==> config.mk <==
export PLATFORM = sky130hd
export DESIGN_NAME = message_flood_and_repeat_limiter
export DESIGN_NICKNAME = d
export VERILOG_FILES = /design/src/hdl/mfrl_pkg.sv /design/src/hdl/mfrl_decide.sv /design/src/hdl/message_flood_and_repeat_limiter.sv
export VERILOG_INCLUDE_DIRS = /design/src /design/src/hdl
export SDC_FILE = /design/constraint.sdc
export NUM_CORES = 1
export LEC_CHECK = 0
export BUFFER_PORTS_ARGS = -buffer_cell sky130_fd_sc_hd__buf_2
export CAP_MARGIN = 20
export CORE_MARGIN = 4
export CORE_UTILIZATION = 60
export CTS_BUF_LIST = sky130_fd_sc_hd__clkbuf_4
export CTS_CLUSTER_SIZE = 12
export DETAILED_ROUTE_END_ITERATION = 7
export GPL_ROUTABILITY_DRIVEN = 0
export HOLD_SLACK_MARGIN = 0.08
export PLACE_DENSITY = 0.78
export SLEW_MARGIN = 10
export SYNTH_ARGS = -nofsm -noshare
export SYNTH_HDL_FRONTEND = slang
export SYNTH_HIERARCHICAL = 1
export SYNTH_SLANG_ARGS = --single-unit
==> constraint.sdc <==
create_clock -name i_clk -period 19.6 [get_ports i_clk]
set_input_delay 0.98 -clock i_clk [delete_from_list [all_inputs] [get_ports i_clk]]
set_output_delay 0.98 -clock i_clk [all_outputs]
set_load 0.1 [all_outputs]
==> src/hdl/assert_macros.svh <==
// Assertion macros used by the top level of the limiter.
// Each macro expects a clock named i_clk in scope; ASSERT_CLK also expects an active-low reset named i_rst_n.
`ifndef ASSERT_MACROS_SVH
`define ASSERT_MACROS_SVH

// Clocked check that is switched off while reset is asserted.
`define ASSERT_CLK(name, prop, msg) \
    name: assert property (@(posedge i_clk) disable iff (!i_rst_n) prop) else $error(msg);

// Clocked check that also holds during reset.
`define ASSERT_RST(name, prop, msg) \
    name: assert property (@(posedge i_clk) prop) else $error(msg);

`endif

==> src/hdl/mfrl_pkg.sv <==
// Package for the message flood and repeat limiter: payload, configuration and state types,
// verdict codes and register indexes. It depends on nothing.
package mfrl_pkg;

    localparam int CFG_INDEX_W = 3;
    localparam int CFG_DATA_W  = 16;

    localparam logic [CFG_INDEX_W-1:0] CFG_REPEAT_LIMIT  = 3'd0;
    localparam logic [CFG_INDEX_W-1:0] CFG_REPEAT_WINDOW = 3'd1;
    localparam logic [CFG_INDEX_W-1:0] CFG_FLOOD_LIMIT   = 3'd2;
    localparam logic [CFG_INDEX_W-1:0] CFG_FLOOD_WINDOW  = 3'd3;
    localparam logic [CFG_INDEX_W-1:0] CFG_MUTE_TICKS    = 3'd4;

    localparam logic [7:0]  COUNT_MAX = 8'hFF;
    localparam logic [31:0] TICK_MAX  = 32'hFFFF_FFFF;

    typedef enum logic [1:0] {
        VERDICT_PASS   = 2'd0,
        VERDICT_MUTED  = 2'd1,
        VERDICT_REPEAT = 2'd2,
        VERDICT_FLOOD  = 2'd3
    } t_verdict;

    typedef struct packed {
        logic [31:0] now_tick;
        logic [4:0]  message_code;
    } t_in_item;

    typedef struct packed {
        logic     allowed;
        t_verdict verdict;
    } t_out_item;

    typedef struct packed {
        logic [7:0]  repeat_limit;
        logic [15:0] repeat_window;
        logic [7:0]  flood_limit;
        logic [15:0] flood_window;
        logic [15:0] mute_ticks;
    } t_cfg;

    typedef struct packed {
        logic [31:0] mute_until;
        logic [4:0]  last_code;
        logic [31:0] repeat_stamp;
        logic [7:0]  repeat_count;
        logic [31:0] window_start;
        logic [7:0]  window_count;
    } t_state;

    function automatic logic [7:0] sat_inc8(input logic [7:0] value);
        sat_inc8 = (value == COUNT_MAX) ? COUNT_MAX : value + 8'd1;
    endfunction

endpackage

==> src/hdl/mfrl_decide.sv <==
// Decision logic of the limiter: from the current state, the configuration and one request
// it forms the verdict and the next state. Depends on mfrl_pkg.
module mfrl_decide (
    input  mfrl_pkg::t_cfg     i_cfg,
    input  mfrl_pkg::t_state   i_state,
    input  mfrl_pkg::t_in_item i_item,
    output mfrl_pkg::t_state   o_state,
    output mfrl_pkg::t_out_item o_result
);
    import mfrl_pkg::*;

    logic [32:0] mute_sum;
    logic [31:0] mute_end;
    logic [31:0] rep_elapsed;
    logic [31:0] win_elapsed;
    logic [7:0]  rep_count_inc;
    logic [7:0]  win_count_inc;
    logic [31:0] mute_cur;
    logic        busted;
    t_verdict    verdict;

    // A new mute ends at now plus the mute length, held at the top of the tick range.
    assign mute_sum      = {1'b0, i_item.now_tick} + {17'd0, i_cfg.mute_ticks};
    assign mute_end      = mute_sum[32] ? TICK_MAX : mute_sum[31:0];
    assign rep_elapsed   = i_item.now_tick - i_state.repeat_stamp;
    assign win_elapsed   = i_item.now_tick - i_state.window_start;
    assign rep_count_inc = sat_inc8(i_state.repeat_count);
    assign win_count_inc = sat_inc8(i_state.window_count);

    always_comb begin
        o_state  = i_state;
        verdict  = VERDICT_PASS;
        busted   = 1'b0;
        mute_cur = i_state.mute_until;

        if (i_cfg.repeat_limit != 8'd0) begin
            if (mute_cur != 32'd0 && mute_cur > i_item.now_tick) begin
                verdict = VERDICT_MUTED;
            end else begin
                mute_cur = 32'd0;
                if (i_state.last_code == i_item.message_code) begin
                    if (rep_elapsed < {16'd0, i_cfg.repeat_window}) begin
                        o_state.repeat_count = rep_count_inc;
                        if (rep_count_inc == i_cfg.repeat_limit) begin
                            mute_cur = mute_end;
                            busted   = 1'b1;
                        end
                    end else begin
                        o_state.repeat_count = 8'd0;
                    end
                end
                if (busted) begin
                    verdict = VERDICT_REPEAT;
                end else begin
                    o_state.last_code    = i_item.message_code;
                    o_state.repeat_stamp = i_item.now_tick;
                end
            end
        end

        if (verdict == VERDICT_PASS && i_cfg.flood_limit != 8'd0) begin
            if (mute_cur != 32'd0 && mute_cur > i_item.now_tick) begin
                verdict = VERDICT_MUTED;
            end else begin
                mute_cur = 32'd0;
                if (i_state.window_count == 8'd0) begin
                    o_state.window_start = i_item.now_tick;
                    o_state.window_count = 8'd1;
                end else begin
                    o_state.window_count = win_count_inc;
                    if (win_elapsed < {16'd0, i_cfg.flood_window}) begin
                        if (win_count_inc >= i_cfg.flood_limit) begin
                            mute_cur = mute_end;
                            verdict  = VERDICT_FLOOD;
                        end
                    end else begin
                        o_state.window_count = 8'd0;
                    end
                end
            end
        end

        o_state.mute_until = mute_cur;
        o_result.allowed   = (verdict == VERDICT_PASS);
        o_result.verdict   = verdict;
    end

endmodule

==> src/hdl/message_flood_and_repeat_limiter.sv <==
// Top level of the message flood and repeat limiter: handshakes, configuration registers,
// limiter state and the result register. Depends on mfrl_pkg, mfrl_decide, assert_macros.svh.
//
//   Channel   Direction  Handshake                   Payload
//   request   in         i_in_valid / o_in_ready     i_in_data  (now_tick, message_code)
//   verdict   out        o_out_valid / i_out_ready   o_out_data (allowed, verdict)
//   config    in         i_cfg_valid / o_cfg_ready   i_cfg_index, i_cfg_data
//
// One request is taken per cycle while the verdict channel is not stalled; each request is
// registered in the input register, then decided and registered in the result register,
// from which its verdict is offered.
// The limiter state is updated as a request leaves the input register, so the next request
// sees it at once; the combinational decision logic sets that rate.
// A stalled verdict holds the result register; the input register still takes one more
// request, and only then does o_in_ready fall.
// Synchronous active-low reset clears the configuration registers, the state and the valids.
// Configuration writes are always taken; indexes beyond the register list are ignored.
`include "assert_macros.svh"

module message_flood_and_repeat_limiter (
    input  logic                                   i_clk,
    input  logic                                   i_rst_n,
    input  logic                                   i_in_valid,
    output logic                                   o_in_ready,
    input  mfrl_pkg::t_in_item                     i_in_data,
    output logic                                   o_out_valid,
    input  logic                                   i_out_ready,
    output mfrl_pkg::t_out_item                    o_out_data,
    input  logic                                   i_cfg_valid,
    output logic                                   o_cfg_ready,
    input  logic [mfrl_pkg::CFG_INDEX_W-1:0]       i_cfg_index,
    input  logic [mfrl_pkg::CFG_DATA_W-1:0]        i_cfg_data
);
    import mfrl_pkg::*;

    t_cfg      r_cfg;
    t_state    r_state;
    t_state    n_state;
    logic      r_in_valid;
    t_in_item  r_in_item;
    logic      r_out_valid;
    t_out_item r_out_item;
    t_out_item n_out_item;
    logic      advance;

    // The request in the input register moves on when the result register is free
    // or is being emptied in this cycle.
    assign advance     = r_in_valid && (!r_out_valid || i_out_ready);
    assign o_in_ready  = !r_in_valid || advance;
    assign o_cfg_ready = 1'b1;
    assign o_out_valid = r_out_valid;
    assign o_out_data  = r_out_item;

    mfrl_decide u_decide (
        .i_cfg    (r_cfg),
        .i_state  (r_state),
        .i_item   (r_in_item),
        .o_state  (n_state),
        .o_result (n_out_item)
    );

    // Configuration registers.
    always_ff @(posedge i_clk) begin
        if (!i_rst_n) begin
            r_cfg <= '0;
        end else if (i_cfg_valid) begin
            case (i_cfg_index)
                CFG_REPEAT_LIMIT:  r_cfg.repeat_limit  <= i_cfg_data[7:0];
                CFG_REPEAT_WINDOW: r_cfg.repeat_window <= i_cfg_data;
                CFG_FLOOD_LIMIT:   r_cfg.flood_limit   <= i_cfg_data[7:0];
                CFG_FLOOD_WINDOW:  r_cfg.flood_window  <= i_cfg_data;
                CFG_MUTE_TICKS:    r_cfg.mute_ticks    <= i_cfg_data;
                default: begin
                end
            endcase
        end
    end

    // Limiter state and the two valid flags.
    always_ff @(posedge i_clk) begin
        if (!i_rst_n) begin
            r_state     <= '0;
            r_in_valid  <= 1'b0;
            r_out_valid <= 1'b0;
        end else begin
            if (i_in_valid && o_in_ready) begin
                r_in_valid <= 1'b1;
            end else if (advance) begin
                r_in_valid <= 1'b0;
            end
            if (advance) begin
                r_state     <= n_state;
                r_out_valid <= 1'b1;
            end else if (i_out_ready) begin
                r_out_valid <= 1'b0;
            end
        end
    end

    // Payload registers need no reset.
    always_ff @(posedge i_clk) begin
        if (i_in_valid && o_in_ready) begin
            r_in_item <= i_in_data;
        end
        if (advance) begin
            r_out_item <= n_out_item;
        end
    end

    `ASSERT_RST(a_out_idle_after_reset, !i_rst_n |=> !o_out_valid, "verdict valid after reset")
    `ASSERT_CLK(a_allowed_matches_verdict,
        o_out_valid |-> (o_out_data.allowed == (o_out_data.verdict == VERDICT_PASS)),
        "allowed flag disagrees with verdict")
    `ASSERT_CLK(a_no_state_change_when_disabled,
        (advance && r_cfg.repeat_limit == 8'd0 && r_cfg.flood_limit == 8'd0) |=> $stable(r_state),
        "state changed with both checks disabled")
    `ASSERT_CLK(a_repeat_mute_keeps_stamp,
        (advance && n_out_item.verdict == VERDICT_REPEAT)
            |=> ($stable(r_state.last_code) && $stable(r_state.repeat_stamp)),
        "repeat mute moved the repeat stamp")
    `ASSERT_CLK(a_ready_when_empty, !r_in_valid |-> o_in_ready, "input stage empty but not ready")

endmodule

==> flow_summary.ini, run 1 <==
[run_status]
status = finished clean

[die]
dieHeight_um = 182
core-area_um2 = 29800
die-area_um2 = 33200
die_w_um = 182
ios = 67
std_cell_rows = 63
initial_core_util_pct = 61.2

[synthesis]
ys_warn_count = 6
postSynthCellCount = 2336
ys_top_cells_by_area = dfxtp_1, ha_1, mux2i_1
avgSynthCellArea_um2 = 7.81
syn_nets = 2583
syn-cell-area_um2 = 18200
synth_top_area_share_pct = 20.1
synth_flop_cell = dfxtp_1
yosysUniqueCellTypes = 87
yosysMostFrequentCell = nand2_1
postSynth.asyncResetShare_pct = 0
yosys.area.top_type = dfxtp_1
synth.ff_latch_count = 223
synth_edf_count = 40
synth_common_cells = nand2_1, o21ai_0, dfxtp_1, ha_1, inv_1
ys_seq_area_share_pct = 26.7

[sta]
tns_ns = 0
fin_skew_ns = 0.0386
rsz0062_at_grt = false
clock.fmax_mhz = 103
setup_viol_count_final = 0
hold_viol_final = 0
post-route-min-period_ns = 9.74
timing.slew.headroom_pct = 25.5
fin_crit_sh_pct = 49.7
worst_slew_pin_slew_ns = 1.11
slew_violations = 0

[routing]
wire_per_inst_um = 19.5
wl_mm = 54.9
drt_first_pass_iters = 8
drtAntennaViolNets = 0
viasPerCell = 6.38
drc = 0
highest_layer = met4
met1Wirelength_mm = 22.4
drt_iter0_drc = 1760
wl_met2_mm = 24.7
num_vias = 17900
dr_wl_met3_mm = 5.29

[cts]
cts.reportedPaths.clkPinSlew_ns = 0.07
cts_resized = 0
ctsHoldBuffers = 0
cts.path.max_buffers = 3
cts_tree = yes
cts_htree_levels = 2
numCtsBuffers = 60
postCtsSetupRepairBufs = 0
insertion_delay_ns = 0.73
cts_sinks = 223
cts-root-buf = clkbuf_4

[final_layout]
layout.nets = 2614
final_cell_count_no_fill = 2809
drive_gt1_share_pct = 9.14
syn_to_final_growth_pct = 6.68

[placed_design]
hpwl_mm = 40.6
port-buffer-count = 65
place_inst = 2695

[global_routing]
antenna_found_initial = 1
grt_pass1_vias = 16700
grt_start_max_net_pins = 119
grt_pass1_wl_mm = 86.7
overflow = 0
grtUsageTotal_pct = 31.7

[power_and_ir_drop]
ir_drop_uv = 49.8
leakagePower_nw = 7.70
powerDensity_nw_per_um2 = 62.0

[worst_hold_path]
hold_class = in2reg

[setup_path]
cp-end-kind = flip-flop
path_max_fanout = 33
slowest_delay_ns = 0.79
cpMaxStageDelayCell = or3b_1
critPathKind = reg2reg
cp.required_ns = 20.23
arrival_ns = 10.37
regToRegSetupSlack_ns = 9.86
start_kind = flip-flop
cp_common_cell = o21ai_0

[flow_run]
maxCapViolCount = 0
## kinds of logic after synthesis
group / share of synthesized area, %
other cells: 0.0206
mux: 9.54
flops: 26.7
buf+inv: 6.18
xor+xnor: 3.79
compound gates: 19.7
fa+ha+maj: 12.9
simple gates: 21.2
## power breakdown
part / internal [W] / switching (W)
clock network: 0.000214 / 0.000209
registers: 0.000479 / 0.0000143
logic: 0.000105 / 0.000183
## placed cells by master, fill, tap and decap left out, types with 18 or more instances in the layout
cell type and n:
a21o_1 29, nand2_1 426, buf_2 64, clkbuf_4 85, nand4_1 38, and3_1 18
xnor2_1 57, dfxtp_1 183, nor3_1 25, xor2_1 22, clkinv_1 19, nand2b_1 20
nor2_1 97, nor4_1 24, a21oi_1 123, mux2i_1 160, inv_1 165, edfxtp_1 40
o2bb2ai_1 30, nor2b_1 32, ha_1 183, nand3_1 102, o21a_1 30, o21ai_0 197
## cell type report
class | instances | area, um2
fillers | 2574 | 10300
clock inverters | 28 | 144
well taps | 390 | 488
multi-input cells | 1838 | 12300
clock buffers | 85 | 638
diodes | 1 | 2.50
inverters | 166 | 623
flip-flops and latches | 223 | 4860
repair buffers | 78 | 437
## per-stage QoR
| step | cell area, um2 | total power [W] | hold WS [ns] | worst slack (ns) | util [%] |
|---|---|---|---|---|---|
| 2_1_floorplan | 18200 | 0.000707 | 0.434 | 11.77 | - |
| 3_3_place_gp | 18700 | 0.000772 | 0.442 | 10.48 | 62.6 |
| 3_5_place_dp | 18700 | 0.000781 | 0.449 | 10.18 | 62.7 |
| 4_1_cts | 19500 | 0.00121 | 0.368 | 10.10 | 65.3 |
| 5_1_grt | 19500 | 0.00126 | 0.390 | 9.27 | 65.3 |
| 6_report | 19500 | 0.00121 | 0.418 | 9.86 | 65.3 |
## worst paths after layout
check	endpoint	cells past startpoint	start
min	r_in_item[3]	1	i_in_data[3]
max	r_state[98]	38	r_in_item[5]
min reg2reg	r_state[20]	2	r_state[20]
max reg2reg	r_state[98]	38	r_in_item[5]
## per-layer routing
layer,vias up,track usage [%]
li1,8433,-
met1,8351,42.5
met2,939,51.0
met3,187,4.82
met4,0,13.4
met5,-,0
## worst max-delay path, delay by kind of cell, from the launching register on
| kind | cells | cell delay (ns) |
|---|---|---|
| buffers and inverters | 2 | 0.42 |
| adders and majority gates | 4 | 1.24 |
| muxes | 1 | 0.18 |
| AOI/OAI and AO/OA | 21 | 4.01 |
| DFF | 1 | 0.43 |
| and+or+nand+nor | 9 | 3.17 |
| xor gates and xnor gates | 1 | 0.16 |
## state kept, by name, indices dropped and copies added, names as in the netlist
| signal | cells |
|---|---|
| r_cfg | 64 |
| r_in_valid | 1 |
| r_state | 117 |
| r_in_item | 37 |
| o_out_data | 3 |
| o_out_valid | 1 |
Note: power is estimated with default switching activity, not from simulation.
==> run 2: changes to the inputs <==
==> constraint.sdc (replaced) <==
create_clock -name i_clk -period 9.9 [get_ports i_clk]
set_input_delay 0.495 -clock i_clk [delete_from_list [all_inputs] [get_ports i_clk]]
set_output_delay 0.495 -clock i_clk [all_outputs]
set_load 0.1 [all_outputs]
==> flow_summary.ini, run 2 (synthesized netlist as in run 1, its figures left out) <==
[routing]
drt_iter0_drc = 1669
num_vias = 18000
dr_wl_met3_mm = 5.24
wire_per_inst_um = 19.2
drt_first_pass_iters = 8
highest_layer = met4
drc = 0
wl_met2_mm = 25.0
viasPerCell = 6.28
wl_mm = 55.0
drtAntennaViolNets = 0
met1Wirelength_mm = 22.5

[sta]
tns_ns = 0
fin_skew_ns = 0.0581
worst_slew_pin_slew_ns = 1.10
rsz0062_at_grt = false
timing.slew.headroom_pct = 26.5
setup_viol_count_final = 0
hold_viol_final = 0
slew_violations = 0
clock.fmax_mhz = 108
whs_ns = 0.119
post-route-min-period_ns = 9.29
fin_crit_sh_pct = 93.8

[final_layout]
largest_reg_flops = 117
syn_to_final_growth_pct = 9.42
drive_gt1_share_pct = 9.08
final_cell_count_no_fill = 2859
top_register = r_state
top_regs = r_state (117), r_cfg (64), r_in_item (37)
layout.nets = 2662
final_cell_mix = nand2_1, o21ai_0, dfxtp_1, ha_1, inv_1
mostFrequentLayoutCell = nand2_1

[power_and_ir_drop]
p_comb_share_pct = 23.9
netSwitchingFraction_pct = 33.7
pwr-share-clk_pct = 36.0
power_switching_w = 0.000823
internal-power_w = 0.00162
pwr-share-seq_pct = 40.0
leakagePower_nw = 7.91
p_total_w = 0.00244
ir_drop_uv = 101
powerDensity_nw_per_um2 = 122

[cts]
cts_htree_levels = 2
cts.path.max_buffers = 3
insertion_delay_ns = 0.77
cts_sinks = 223
cts_tree = yes
cts.reportedPaths.clkPinSlew_ns = 0.08
cts-root-buf = clkbuf_4
numCtsBuffers = 61
postCtsSetupRepairBufs = 0

[die]
ios = 67
die-area_um2 = 33200
dieHeight_um = 182
core-area_um2 = 29800
initial_core_util_pct = 61.2
die_w_um = 182
std_cell_rows = 63

[worst_hold_path]
hold_class = in2reg

[setup_path]
cp_common_cell = o21ai_0
start_kind = flip-flop
cpMaxStageDelayCell = or4_4
cp-end-kind = flip-flop
path_max_fanout = 22
critPathKind = reg2reg
arrival_ns = 9.96
slowest_delay_ns = 0.66
cp.required_ns = 10.58

[global_routing]
antenna_found_initial = 1
grtUsageTotal_pct = 32.2
overflow = 0
grt_pass1_vias = 17200
grt_pass1_wl_mm = 88.2
grt_start_max_net_pins = 122

[flow_run]
maxCapViolCount = 0

[placed_design]
hpwl_mm = 40.2
place_inst = 2697
port-buffer-count = 65

[run_status]
status = finished clean
-- run 2: power groups by stage --
| stage | clock [W] | sequential [W] | combinational [W] |
|---|---|---|---|
| detailed placement | 0 | 0.000996 | 0.000550 |
| global placement | 0 | 0.000995 | 0.000533 |
| global route | 0.000944 | 0.000979 | 0.000633 |
| finish | 0.000880 | 0.000977 | 0.000584 |
| floorplan | 0 | 0.000989 | 0.000410 |
| CTS | 0.000897 | 0.000976 | 0.000567 |
-- run 2: layout make-up --
class | count | area, um2
Tap cell | 390 | 488
Sequential cell | 223 | 4860
Clock buffer | 84 | 631
Multi-Input combinational cell | 1838 | 12300
Timing Repair Buffer | 125 | 898
Clock inverter | 32 | 186
Inverter | 166 | 623
Antenna cell | 1 | 2.50
Fill cell | 2497 | 9840
-- run 2: critical path: cells and delay by family (launching register included) --
family,cells,cell delay (ns)
adder cells (fa/ha/maj),4,1.25
AND/OR/NAND/NOR,9,2.87
AO/OA/AOI/OAI,21,3.94
multiplexers,1,0.17
buffers and inverters,2,0.36
XOR/XNOR,1,0.16
flip-flops,1,0.43
-- run 2: worst paths after layout --
| check | startpoint | to | slack (ns) | cells after the start |
|---|---|---|---|---|
| max | r_in_item[5] | r_state[88] | 0.61 | 38 |
| min reg2reg | r_state[22] | r_state[22] | 0.46 | 2 |
| max reg2reg | r_in_item[5] | r_state[88] | 0.61 | 38 |
| min | i_cfg_data[11] | r_cfg[27] | 0.12 | 3 |
-- run 2: timing repair --
item | in CTS | in global routing
hold buffers | 45 | 0
resized for setup | 0 | 1
endpoints found under the setup margin | 0 | 18
hold endpoints to repair | 48 | 0
-- run 2: stage by stage --
step                utilization, %  area (um2)  worst slack, ns
floorplan                        -       18200             2.07
global placement              62.7       18700            0.969
detailed placement            62.7       18700            0.763
CTS                           67.0       20000            0.693
global route                  67.0       20000           0.0492
finish                        67.0       20000            0.614
-- run 2: routing by layer --
| metal | vias up | global-route usage (%) |
|---|---|---|
| met4 | 0 | 12.8 |
| met1 | 8365 | 41.3 |
| met2 | 913 | 53.5 |
| met3 | 167 | 6.60 |
| li1 | 8516 | - |
| met5 | - | 0 |
